**src/rtl/ojq_pkg.sv**
```systemverilog
// Shared types and constants for the ordered job queue with keyed removal.
// Holds field widths, operation and status codes and the control/status structs.
// No dependencies.
package ojq_pkg;

  localparam int unsigned QUEUE_DEPTH = 16;

  localparam int unsigned KIND_W      = 3;
  localparam int unsigned JOB_W       = 16;
  localparam int unsigned PROC_W      = 22;
  localparam int unsigned STAT_W      = 2;
  localparam int unsigned FILL_W      = 5;
  localparam int unsigned ENT_W       = JOB_W + PROC_W;
  localparam int unsigned IN_TDATA_W  = 40;
  localparam int unsigned OUT_TDATA_W = 48;

  localparam logic [KIND_W-1:0] KIND_APPEND  = 3'd0;
  localparam logic [KIND_W-1:0] KIND_POP     = 3'd1;
  localparam logic [KIND_W-1:0] KIND_RM_JOB  = 3'd2;
  localparam logic [KIND_W-1:0] KIND_RM_PROC = 3'd3;
  localparam logic [KIND_W-1:0] KIND_CLEAR   = 3'd4;

  localparam logic [STAT_W-1:0] ST_OK   = 2'd0;
  localparam logic [STAT_W-1:0] ST_NONE = 2'd1;
  localparam logic [STAT_W-1:0] ST_FULL = 2'd2;

  typedef struct packed {
    logic              load;
    logic              app;
    logic              clr;
    logic              idx_clr;
    logic              idx_inc;
    logic              rd;
    logic              rd_next;
    logic              hit_cap;
    logic              shift_wr;
    logic              dec;
    logic              st_set;
    logic [STAT_W-1:0] st_val;
    logic              out_load;
  } ojq_cmd_t;

  typedef struct packed {
    logic [KIND_W-1:0] kind;
    logic              full;
    logic              empty;
    logic              at_end;
    logic              last;
    logic              hit;
  } ojq_sts_t;

endpackage

```
**src/rtl/ordered_job_queue_keyed_remove.sv**
```systemverilog
// Ordered job queue with removal by job id or process id.
// Input stream: in_tuser carries the operation (append, pop head, remove by
//   job id, remove by process id, clear); in_tdata the job id and process id.
// Output stream: one transfer per input item with status, removed entry,
//   fill level and empty flag.
// Sequence: append, clear and unused operations go from the decide state
//   straight to the finish state. Pop and removals walk the entry memory
//   through its single registered read port, a read state and then a compare
//   or write state for each entry, over the N entries held, at most QUEUE_DEPTH.
// One item is in work at a time; in_tready is high while the sequencer idles.
// A finished result sits in the output register, so the next input transfer
//   is taken while the receiver stalls; that item then holds in its last
//   step until the output register frees.
// Reset empties the queue at once; entry contents are left as they are and
//   are only read below the fill count.
// Depends on ojq_pkg, ojq_ctrl and ojq_dp.
module ordered_job_queue_keyed_remove #(
  parameter int unsigned QUEUE_DEPTH = ojq_pkg::QUEUE_DEPTH
) (
  input  logic                              clk,
  input  logic                              rst_n,
  input  logic                              in_tvalid,
  output logic                              in_tready,
  // job_id [15:0], proc_id [37:16], zero fill
  input  logic [ojq_pkg::IN_TDATA_W-1:0]    in_tdata,
  // kind [2:0]
  input  logic [ojq_pkg::KIND_W-1:0]        in_tuser,
  output logic                              out_tvalid,
  input  logic                              out_tready,
  // status [1:0], out_job_id [17:2], out_proc_id [39:18], fill_level [44:40],
  // is_empty [45], zero fill
  output logic [ojq_pkg::OUT_TDATA_W-1:0]   out_tdata
);

  ojq_pkg::ojq_cmd_t cmd;
  ojq_pkg::ojq_sts_t sts;

  ojq_ctrl u_ctrl (
    .clk       (clk),
    .rst_n     (rst_n),
    .in_valid  (in_tvalid),
    .in_ready  (in_tready),
    .out_valid (out_tvalid),
    .out_ready (out_tready),
    .sts       (sts),
    .cmd       (cmd)
  );

  ojq_dp #(
    .QUEUE_DEPTH (QUEUE_DEPTH)
  ) u_dp (
    .clk        (clk),
    .rst_n      (rst_n),
    .cmd        (cmd),
    .sts        (sts),
    .in_kind    (in_tuser),
    .in_job_id  (in_tdata[15:0]),
    .in_proc_id (in_tdata[37:16]),
    .out_data   (out_tdata)
  );

`ifndef ASSERT_OFF
  a_busy_after_accept: assert property (@(posedge clk) disable iff (!rst_n)
    (in_tvalid && in_tready) |=> !in_tready)
    else $error("input taken while an item is in work");

  a_full_not_empty: assert property (@(posedge clk) disable iff (!rst_n)
    !(sts.full && sts.empty))
    else $error("queue reports full and empty together");

  a_empty_flag: assert property (@(posedge clk) disable iff (!rst_n)
    (out_tvalid && out_tdata[45]) |-> (out_tdata[44:40] == '0))
    else $error("empty flag with nonzero fill level");

  a_no_removal_fields: assert property (@(posedge clk) disable iff (!rst_n)
    (out_tvalid && (out_tdata[1:0] == ojq_pkg::ST_NONE || out_tdata[1:0] == ojq_pkg::ST_FULL))
    |-> (out_tdata[39:2] == '0))
    else $error("removed entry reported without a removal");
`endif

endmodule

```
**src/rtl/ojq_dp.sv**
```systemverilog
// Datapath of the ordered job queue: entry memory, count, scan index,
// operand, result and output payload registers. Depends on ojq_pkg.
module ojq_dp #(
  parameter int unsigned QUEUE_DEPTH = ojq_pkg::QUEUE_DEPTH
) (
  input  logic                               clk,
  input  logic                               rst_n,
  input  ojq_pkg::ojq_cmd_t                  cmd,
  output ojq_pkg::ojq_sts_t                  sts,
  input  logic [ojq_pkg::KIND_W-1:0]         in_kind,
  input  logic [ojq_pkg::JOB_W-1:0]          in_job_id,
  input  logic [ojq_pkg::PROC_W-1:0]         in_proc_id,
  output logic [ojq_pkg::OUT_TDATA_W-1:0]    out_data
);

  localparam int unsigned AW = (QUEUE_DEPTH > 1) ? $clog2(QUEUE_DEPTH) : 1;
  localparam int unsigned CW = $clog2(QUEUE_DEPTH + 1);
  localparam int unsigned JW = ojq_pkg::JOB_W;
  localparam int unsigned PW = ojq_pkg::PROC_W;
  localparam int unsigned EW = ojq_pkg::ENT_W;
  localparam int unsigned FW = ojq_pkg::FILL_W;

  logic [EW-1:0]                 mem [QUEUE_DEPTH];
  logic [EW-1:0]                 rd_data_r;
  logic [CW-1:0]                 count_r;
  logic [CW-1:0]                 idx_r;
  logic [CW-1:0]                 idx_p1;
  logic [CW-1:0]                 rd_sel;
  logic [ojq_pkg::KIND_W-1:0]    kind_r;
  logic [JW-1:0]                 job_r;
  logic [PW-1:0]                 proc_r;
  logic [JW-1:0]                 rem_job_r;
  logic [PW-1:0]                 rem_proc_r;
  logic [ojq_pkg::STAT_W-1:0]    status_r;
  logic [ojq_pkg::OUT_TDATA_W-1:0] out_data_r;
  logic [CW+FW-1:0]              count_ext;
  logic [JW-1:0]                 rd_job;
  logic [PW-1:0]                 rd_proc;

  assign idx_p1  = idx_r + CW'(1);
  assign rd_sel  = cmd.rd_next ? idx_p1 : idx_r;
  assign rd_job  = rd_data_r[JW-1:0];
  assign rd_proc = rd_data_r[EW-1:JW];

  assign sts.hit    = (kind_r == ojq_pkg::KIND_POP)    ? 1'b1 :
                      (kind_r == ojq_pkg::KIND_RM_JOB) ? (rd_job == job_r) :
                                                         (rd_proc == proc_r);
  assign sts.kind   = kind_r;
  assign sts.full   = (count_r == CW'(QUEUE_DEPTH));
  assign sts.empty  = (count_r == '0);
  assign sts.at_end = (idx_r == count_r);
  assign sts.last   = (idx_p1 >= count_r);

  always_ff @(posedge clk) begin
    if (cmd.app) begin
      mem[count_r[AW-1:0]] <= {proc_r, job_r};
    end else if (cmd.shift_wr) begin
      mem[idx_r[AW-1:0]] <= rd_data_r;
    end
    if (cmd.rd) begin
      rd_data_r <= mem[rd_sel[AW-1:0]];
    end
  end

  always_ff @(posedge clk) begin
    if (!rst_n) begin
      count_r <= '0;
    end else if (cmd.clr) begin
      count_r <= '0;
    end else if (cmd.app) begin
      count_r <= count_r + CW'(1);
    end else if (cmd.dec) begin
      count_r <= count_r - CW'(1);
    end
  end

  always_ff @(posedge clk) begin
    if (cmd.idx_clr) begin
      idx_r <= '0;
    end else if (cmd.idx_inc) begin
      idx_r <= idx_p1;
    end
    if (cmd.load) begin
      kind_r     <= in_kind;
      job_r      <= in_job_id;
      proc_r     <= in_proc_id;
      rem_job_r  <= '0;
      rem_proc_r <= '0;
      status_r   <= ojq_pkg::ST_NONE;
    end else begin
      if (cmd.hit_cap) begin
        rem_job_r  <= rd_job;
        rem_proc_r <= rd_proc;
      end
      if (cmd.st_set) begin
        status_r <= cmd.st_val;
      end
    end
  end

  assign count_ext = {{FW{1'b0}}, count_r};

  always_ff @(posedge clk) begin
    if (cmd.out_load) begin
      out_data_r <= {2'b00, (count_r == '0), count_ext[FW-1:0], rem_proc_r, rem_job_r,
                     status_r};
    end
  end

  assign out_data = out_data_r;

endmodule

```
**src/rtl/ojq_ctrl.sv**
```systemverilog
// Sequencer of the ordered job queue: accepts items, steps the scan and
// close-up passes and owns the result valid flag. Depends on ojq_pkg.
module ojq_ctrl (
  input  logic              clk,
  input  logic              rst_n,
  input  logic              in_valid,
  output logic              in_ready,
  output logic              out_valid,
  input  logic              out_ready,
  input  ojq_pkg::ojq_sts_t sts,
  output ojq_pkg::ojq_cmd_t cmd
);

  typedef enum logic [2:0] {
    S_IDLE,
    S_DECIDE,
    S_SCAN_RD,
    S_SCAN_CMP,
    S_SHIFT_RD,
    S_SHIFT_WR,
    S_FINISH
  } state_t;

  state_t state_r;
  state_t state_nxt;
  logic   out_valid_r;

  assign in_ready  = (state_r == S_IDLE);
  assign out_valid = out_valid_r;

  always_comb begin
    cmd       = '0;
    state_nxt = state_r;
    unique case (state_r)
      S_IDLE: begin
        if (in_valid) begin
          cmd.load  = 1'b1;
          state_nxt = S_DECIDE;
        end
      end
      S_DECIDE: begin
        unique case (sts.kind)
          ojq_pkg::KIND_APPEND: begin
            cmd.st_set = 1'b1;
            if (sts.full) begin
              cmd.st_val = ojq_pkg::ST_FULL;
            end else begin
              cmd.app    = 1'b1;
              cmd.st_val = ojq_pkg::ST_OK;
            end
            state_nxt = S_FINISH;
          end
          ojq_pkg::KIND_POP, ojq_pkg::KIND_RM_JOB, ojq_pkg::KIND_RM_PROC: begin
            cmd.idx_clr = 1'b1;
            state_nxt   = S_SCAN_RD;
          end
          ojq_pkg::KIND_CLEAR: begin
            cmd.clr    = 1'b1;
            cmd.st_set = 1'b1;
            cmd.st_val = ojq_pkg::ST_OK;
            state_nxt  = S_FINISH;
          end
          default: begin
            cmd.st_set = 1'b1;
            cmd.st_val = ojq_pkg::ST_NONE;
            state_nxt  = S_FINISH;
          end
        endcase
      end
      S_SCAN_RD: begin
        if (sts.at_end) begin
          cmd.st_set = 1'b1;
          cmd.st_val = ojq_pkg::ST_NONE;
          state_nxt  = S_FINISH;
        end else begin
          cmd.rd    = 1'b1;
          state_nxt = S_SCAN_CMP;
        end
      end
      S_SCAN_CMP: begin
        if (sts.hit) begin
          cmd.hit_cap = 1'b1;
          state_nxt   = S_SHIFT_RD;
        end else begin
          cmd.idx_inc = 1'b1;
          state_nxt   = S_SCAN_RD;
        end
      end
      S_SHIFT_RD: begin
        if (sts.last) begin
          cmd.dec    = 1'b1;
          cmd.st_set = 1'b1;
          cmd.st_val = ojq_pkg::ST_OK;
          state_nxt  = S_FINISH;
        end else begin
          cmd.rd      = 1'b1;
          cmd.rd_next = 1'b1;
          state_nxt   = S_SHIFT_WR;
        end
      end
      S_SHIFT_WR: begin
        cmd.shift_wr = 1'b1;
        cmd.idx_inc  = 1'b1;
        state_nxt    = S_SHIFT_RD;
      end
      S_FINISH: begin
        if (!out_valid_r || out_ready) begin
          cmd.out_load = 1'b1;
          state_nxt    = S_IDLE;
        end
      end
      default: begin
        state_nxt = S_IDLE;
      end
    endcase
  end

  always_ff @(posedge clk) begin
    if (!rst_n) begin
      state_r     <= S_IDLE;
      out_valid_r <= 1'b0;
    end else begin
      state_r <= state_nxt;
      if (cmd.out_load) begin
        out_valid_r <= 1'b1;
      end else if (out_ready) begin
        out_valid_r <= 1'b0;
      end
    end
  end

endmodule

```
**config.mk**
```make
export PLATFORM = sky130hd
export DESIGN_NAME = ordered_job_queue_keyed_remove
export DESIGN_NICKNAME = d
export VERILOG_FILES = /design/src/rtl/ojq_pkg.sv /design/src/rtl/ordered_job_queue_keyed_remove.sv /design/src/rtl/ojq_dp.sv /design/src/rtl/ojq_ctrl.sv
export SDC_FILE = /design/constraint.sdc
export NUM_CORES = 1
export LEC_CHECK = 0
export ABC_AREA = 1
export BUFFER_PORTS_ARGS = -buffer_cell sky130_fd_sc_hd__buf_4
export CORE_AREA = 5 5 298 300
export CTS_CLUSTER_DIAMETER = 40
export DETAILED_ROUTE_END_ITERATION = 8
export DIE_AREA = 0 0 303 305
export PLACE_DENSITY = 0.59
export SYNTH_ARGS = -nofsm -noshare
export SYNTH_HDL_FRONTEND = slang
export SYNTH_SLANG_ARGS = --single-unit
```
**constraint.sdc**
```tcl
create_clock -name clk -period 8.9 [get_ports clk]
set_input_delay 1.78 -clock clk [delete_from_list [all_inputs] [get_ports clk]]
set_output_delay 1.78 -clock clk [all_outputs]
set_load 0.03 [all_outputs]
```
==> results_tabular.tex <==
\begin{tabular}{lr}
\hline
Metric & Value \\
\hline
\multicolumn{2}{l}{\textbf{Die}} \\
\quad Floorplan die width & 303 µm \\
\quad Top Ports & 97 \\
\quad \# rows & 108 \\
\quad Die boundary height & 305 µm \\
\quad Initial core utilization & 39.6\% \\
\quad Placeable Area & 0.0859 mm² \\
\quad Area of the die & 0.0924 mm² \\
\multicolumn{2}{l}{\textbf{Critical path}} \\
\quad Reg-to-reg slack, setup & 4.20 ns \\
\quad Nature of the critical path startpoint & register \\
\quad Critical setup path kind & register to register \\
\quad Endpoint type of the worst setup path & register \\
\quad Most frequent cell on the critical path & nand2\_1 \\
\quad Req. time, crit path & 9.29 ns \\
\quad Library cell contributing the largest single delay on the critical path & buf\_4 \\
\quad Endpoint of the worst register-to-register path & u\_dp.rd\_data\_r[21] \\
\quad Startpoint of the worst register-to-register path & u\_dp.idx\_r[0] \\
\quad Cell Chain, Critical Path & ha\_1 -> xor2\_1 -> ha\_1 -> nand2\_1 -> nand2\_1 -> a21oi\_2 -> nand4\_2 -> nand2\_8 -> buf\_4 -> nand2\_1 -> nand3\_1 -> nand3\_1 -> nand3\_1 -> nand2\_1 \\
\quad Critical Path AT & 5.09 ns \\
\quad Logic depth of the worst register-to-register path & 14 \\
\quad Slowest Stage Delay on Critical Path & 0.93 ns \\
\quad Largest fanout on the critical path & 118 \\
\multicolumn{2}{l}{\textbf{GRT}} \\
\quad Total grt overflow & 0 \\
\quad All-layer global routing usage & 18.7\% \\
\quad First-pass GRT wire length & 130,000 µm \\
\quad Via count of the first global-routing pass & 21.1k \\
\quad Initial antenna violation count & 2 \\
\quad Largest net degree at the start of global routing & 153 \\
\multicolumn{2}{l}{\textbf{Timing}} \\
\quad Worst hold margin & 0.421 ns \\
\quad Setup repair after global routing missed its margin & false \\
\quad Final-report hold violation count & 0 \\
\quad Fmax & 0.213 GHz \\
\quad Headroom to the max-slew limit & 21.5\% \\
\quad Count of final max-slew check failures & 0 \\
\quad Crit path time final & 4.70 ns \\
\quad Actual transition at the worst max-transition pin & 1.17 ns \\
\quad Slack of the critical path & 4.20 ns \\
\quad Fin Setup TNS & 0 ns \\
\quad Number of setup violations in the final report & 0 \\
\quad Setup skew after layout & 0.0235 ns \\
\quad Final critical-path share of the clock period & 52.8\% \\
\multicolumn{2}{l}{\textbf{Pwr}} \\
\quad Clock group share of total power & 32.9\% \\
\quad Proportion of power drawn by flip-flops and latches & 38.8\% \\
\quad Power share of the combinational group & 28.3\% \\
\quad Peak supply drop & 0.000342 V \\
\quad Pwr/cell area & 319 mW/mm² \\
\quad Power dissipated by switching net loads & 4450 µW \\
\quad Lkg Pwr & 0.0167 µW \\
\quad Total internal power & 8160 µW \\
\quad Switch share & 35.3\% \\
\multicolumn{2}{l}{\textbf{Place}} \\
\quad Final weighted congestion in routability-driven placement & 0.750 \\
\quad Total half-perimeter wirelength after legalization and detailed placement & 43,900 µm \\
\quad Port buffer count & 92 \\
\quad Worst setup timing slack at the placement stage & 4.28 ns \\
\multicolumn{2}{l}{\textbf{Final layout}} \\
\quad Number of filler cells placed in the layout & 7,799 \\
\quad Sequential cell area & 0.0231 mm² \\
\quad Nets & 3,453 \\
\quad Util after Layout & 46.0\% \\
\quad Share of layout cells above drive strength 1 & 11.0\% \\
\quad P\&R area growth vs syn & 16.4\% \\
\quad Multi-input logic area & 0.00772 mm² \\
\multicolumn{2}{l}{\textbf{Synthesis}} \\
\quad Adder-cell share of the synthesized area & 0.390\% \\
\quad Number of flops mapped to enable cells by yosys & 733 \\
\quad Share of the yosys chip area belonging to registers & 67.9\% \\
\quad Post-synthesis async set-or-reset flop share & 0\% \\
\quad Most instantiated flip-flop cell in the synthesis netlist & edfxtp\_1 \\
\quad Complex-gate fraction of the synthesized area & 1.41\% \\
\quad Mux cell area share after synthesis & 0.431\% \\
\quad Synthesized-area fraction occupied by and/or/nand/nor cells & 19.4\% \\
\quad Gate count after technology mapping & 3,290 \\
\quad Number of warnings printed during yosys synthesis & 0 \\
\quad Unique masters post-synth & 38 \\
\quad Xor-xnor portion of the synthesized cell area & 0.464\% \\
\quad Dominant combinational cell family by area after synthesis & simple AND/OR/NAND/NOR gates \\
\quad Seq cells post-synth & 787 \\
\quad Syn Std Cell Area & 0.0340 mm² \\
\quad Average footprint of a synthesized cell & 10.3 µm² \\
\multicolumn{2}{l}{\textbf{Run}} \\
\quad Max-Cap Viols & 0 \\
\multicolumn{2}{l}{\textbf{Clocking}} \\
\quad H-tree levels & 3 \\
\quad Inserted Clock Buffers & 100 \\
\quad Quantity of hold-fixing buffers added after cts & 0 \\
\quad CTS tree & done \\
\quad Number of gates resized after CTS & 0 \\
\quad \# clock sinks & 787 \\
\quad Clock latency on the worst-skew pair & 0.64 ns \\
\quad Clock tree root driver cell & clkbuf\_16 \\
\quad Post-CTS clock slew at the launch and capture registers of the worst setup and hold paths & 0.06 ns \\
\quad Maximum clock insertion buffer count & 3 \\
\quad Postcts setup bufs & 0 \\
\multicolumn{2}{l}{\textbf{Detailed routing}} \\
\quad Number of antenna-violating nets in the routed design & 0 \\
\quad Number of iterations in the first detailed-routing pass & 6 \\
\quad Via/cell ratio & 4.83 \\
\quad Post-detailed-route DRC marker count & 0 \\
\quad Initial DRC Count & 2,015 \\
\quad Vias & 22.4k \\
\quad Total wire length after detailed routing & 87,600 µm \\
\quad Mean routed wirelength per cell & 18.9 µm \\
\multicolumn{2}{l}{\textbf{Status}} \\
\quad Run status & complete, no violations \\
\multicolumn{2}{l}{\textbf{Worst hold path}} \\
\quad Min-Delay Endpoint & u\_dp.out\_data[20] \\
\quad Worst Hold Path Cells & 0 \\
\quad Min-Delay Startpoint & u\_dp.rem\_proc\_r[2] \\
\quad Class of the tightest hold or removal check & register to register \\
\hline
\end{tabular}
cell type report:
class	instances	share of cell area, %
Sequential cell	787	58.4
Multi-Input combinational cell	1654	19.5
Clock buffer	112	6.70
Inverter	698	6.62
Tap cell	1155	3.65
Timing Repair Buffer	155	2.97
Clock inverter	78	2.15
Antenna cell	1	0.00633
cells in the mapped netlist (2+ instances only):
library cell	n	area, µm²
o21ai_0	72	360
xnor2_1	7	61.3
or2_2	2	12.5
a21oi_1	11	55.1
nand3_1	632	3160
nand2_2	4	25.0
nor2_1	131	492
buf_2	82	410
o21ai_2	2	17.5
inv_1	695	2610
nor3_1	8	40.0
buf_4	5	37.5
inv_2	3	11.3
xor2_1	11	96.3
edfxtp_1	733	22000
nand4_1	5	31.3
ha_1	9	113
mux2_2	13	146
buf_1	6	22.5
clkbuf_1	49	184
buf_6	10	113
nand2_1	731	2740
dfxtp_1	54	1080
per-stage QoR:
| stage | power, µW | area, µm² | std cells |
|---|---|---|---|
| floorplan | 7370 | 34000 | 3291 |
| global placement | 8480 | 36100 | 4449 |
| detailed placement | 8520 | 36100 | 4449 |
| CTS | 12700 | 39600 | 4639 |
| global route | 13300 | 39600 | 4639 |
| finish | 12600 | 39600 | 4640 |
metal layers:
| layer | GRT usage [%] | share of wire (%) | wire (µm) |
|---|---|---|---|
| met5 | 0 | 0 | 0 |
| met4 | 7.41 | 3.7 | 3270 |
| met3 | 3.21 | 7.2 | 6290 |
| met2 | 30.8 | 47 | 41300 |
| met1 | 24.6 | 42 | 36700 |
worst max-delay path, delay by kind of cell, from the launching register on:
kind / cells / cell delay [ns]
AO/OA/AOI/OAI: 1 / 0.35
AND/OR/NAND/NOR: 9 / 1.58
adder cells (fa/ha/maj): 2 / 0.55
buffers and inverters: 1 / 0.93
XOR/XNOR: 1 / 0.31
flip-flops: 1 / 0.52
sequential cells by signal (all words and copies together), names as in the netlist:
name / count
u_ctrl.out_valid: 1
u_ctrl.state_r: 3
u_dp.count_r: 5
u_dp.idx_r: 5
u_dp.job_r: 16
u_dp.kind_r: 3
u_dp.mem: 608
u_dp.out_data: 46
u_dp.proc_r: 22
u_dp.rd_data_r: 38
u_dp.rem_job_r: 16
u_dp.rem_proc_r: 22
u_dp.status_r: 2
logic make-up (layout without fill, tap and decap cells):
group,after synthesis,in the layout
and+or+nand+nor,1520,1520
buffers and inverters,850,1043
DFF,787,787
AOI/OAI and AO/OA,91,91
xor gates and xnor gates,18,18
muxes,13,13
adders and majority gates,10,10
other,1,3
cells in the final DEF (no fill, tap or decap), types with 4 or more instances in the layout:
master	count
xor2_1	11
a21oi_1	11
clkbuf_16	103
nand3_1	631
inv_2	5
clkinv_2	10
dfxtp_1	54
clkbuf_8	4
xnor2_1	7
mux2_2	13
edfxtp_1	733
nor3_1	8
inv_1	693
inv_8	9
nor2_4	16
o21ai_0	69
ha_1	9
buf_4	154
clkinv_1	10
nand4_1	5
clkbuf_1	5
clkinv_4	13
nor2_1	115
nand2_1	730
bufinv_16	10
inv_6	12
clkinvlp_4	10
power groups by stage:
stage          Combinational, µW  Clock [µW]  Sequential (µW)
2_1_floorplan               2490           0             4880
3_3_place_gp                3520           0             4960
3_5_place_dp                3560           0             4960
4_1_cts                     3580        4210             4890
5_1_grt                     3970        4380             4910
6_report                    3560        4150             4890
worst max-delay path by stage:
stage / startpoint / end / slack [ns]
floorplan: out_tready / u_dp.out_data[0] / 2.13
global placement: u_dp.idx_r[0] / u_dp.rd_data_r[22] / 4.29
detailed placement: u_dp.idx_r[0] / u_dp.rd_data_r[22] / 4.28
CTS: u_dp.idx_r[0] / u_dp.rd_data_r[22] / 4.26
global route: u_dp.idx_r[0] / u_dp.rd_data_r[36] / 3.91
finish: u_dp.idx_r[0] / u_dp.rd_data_r[21] / 4.20
Note: power is estimated with default switching activity, not from simulation.
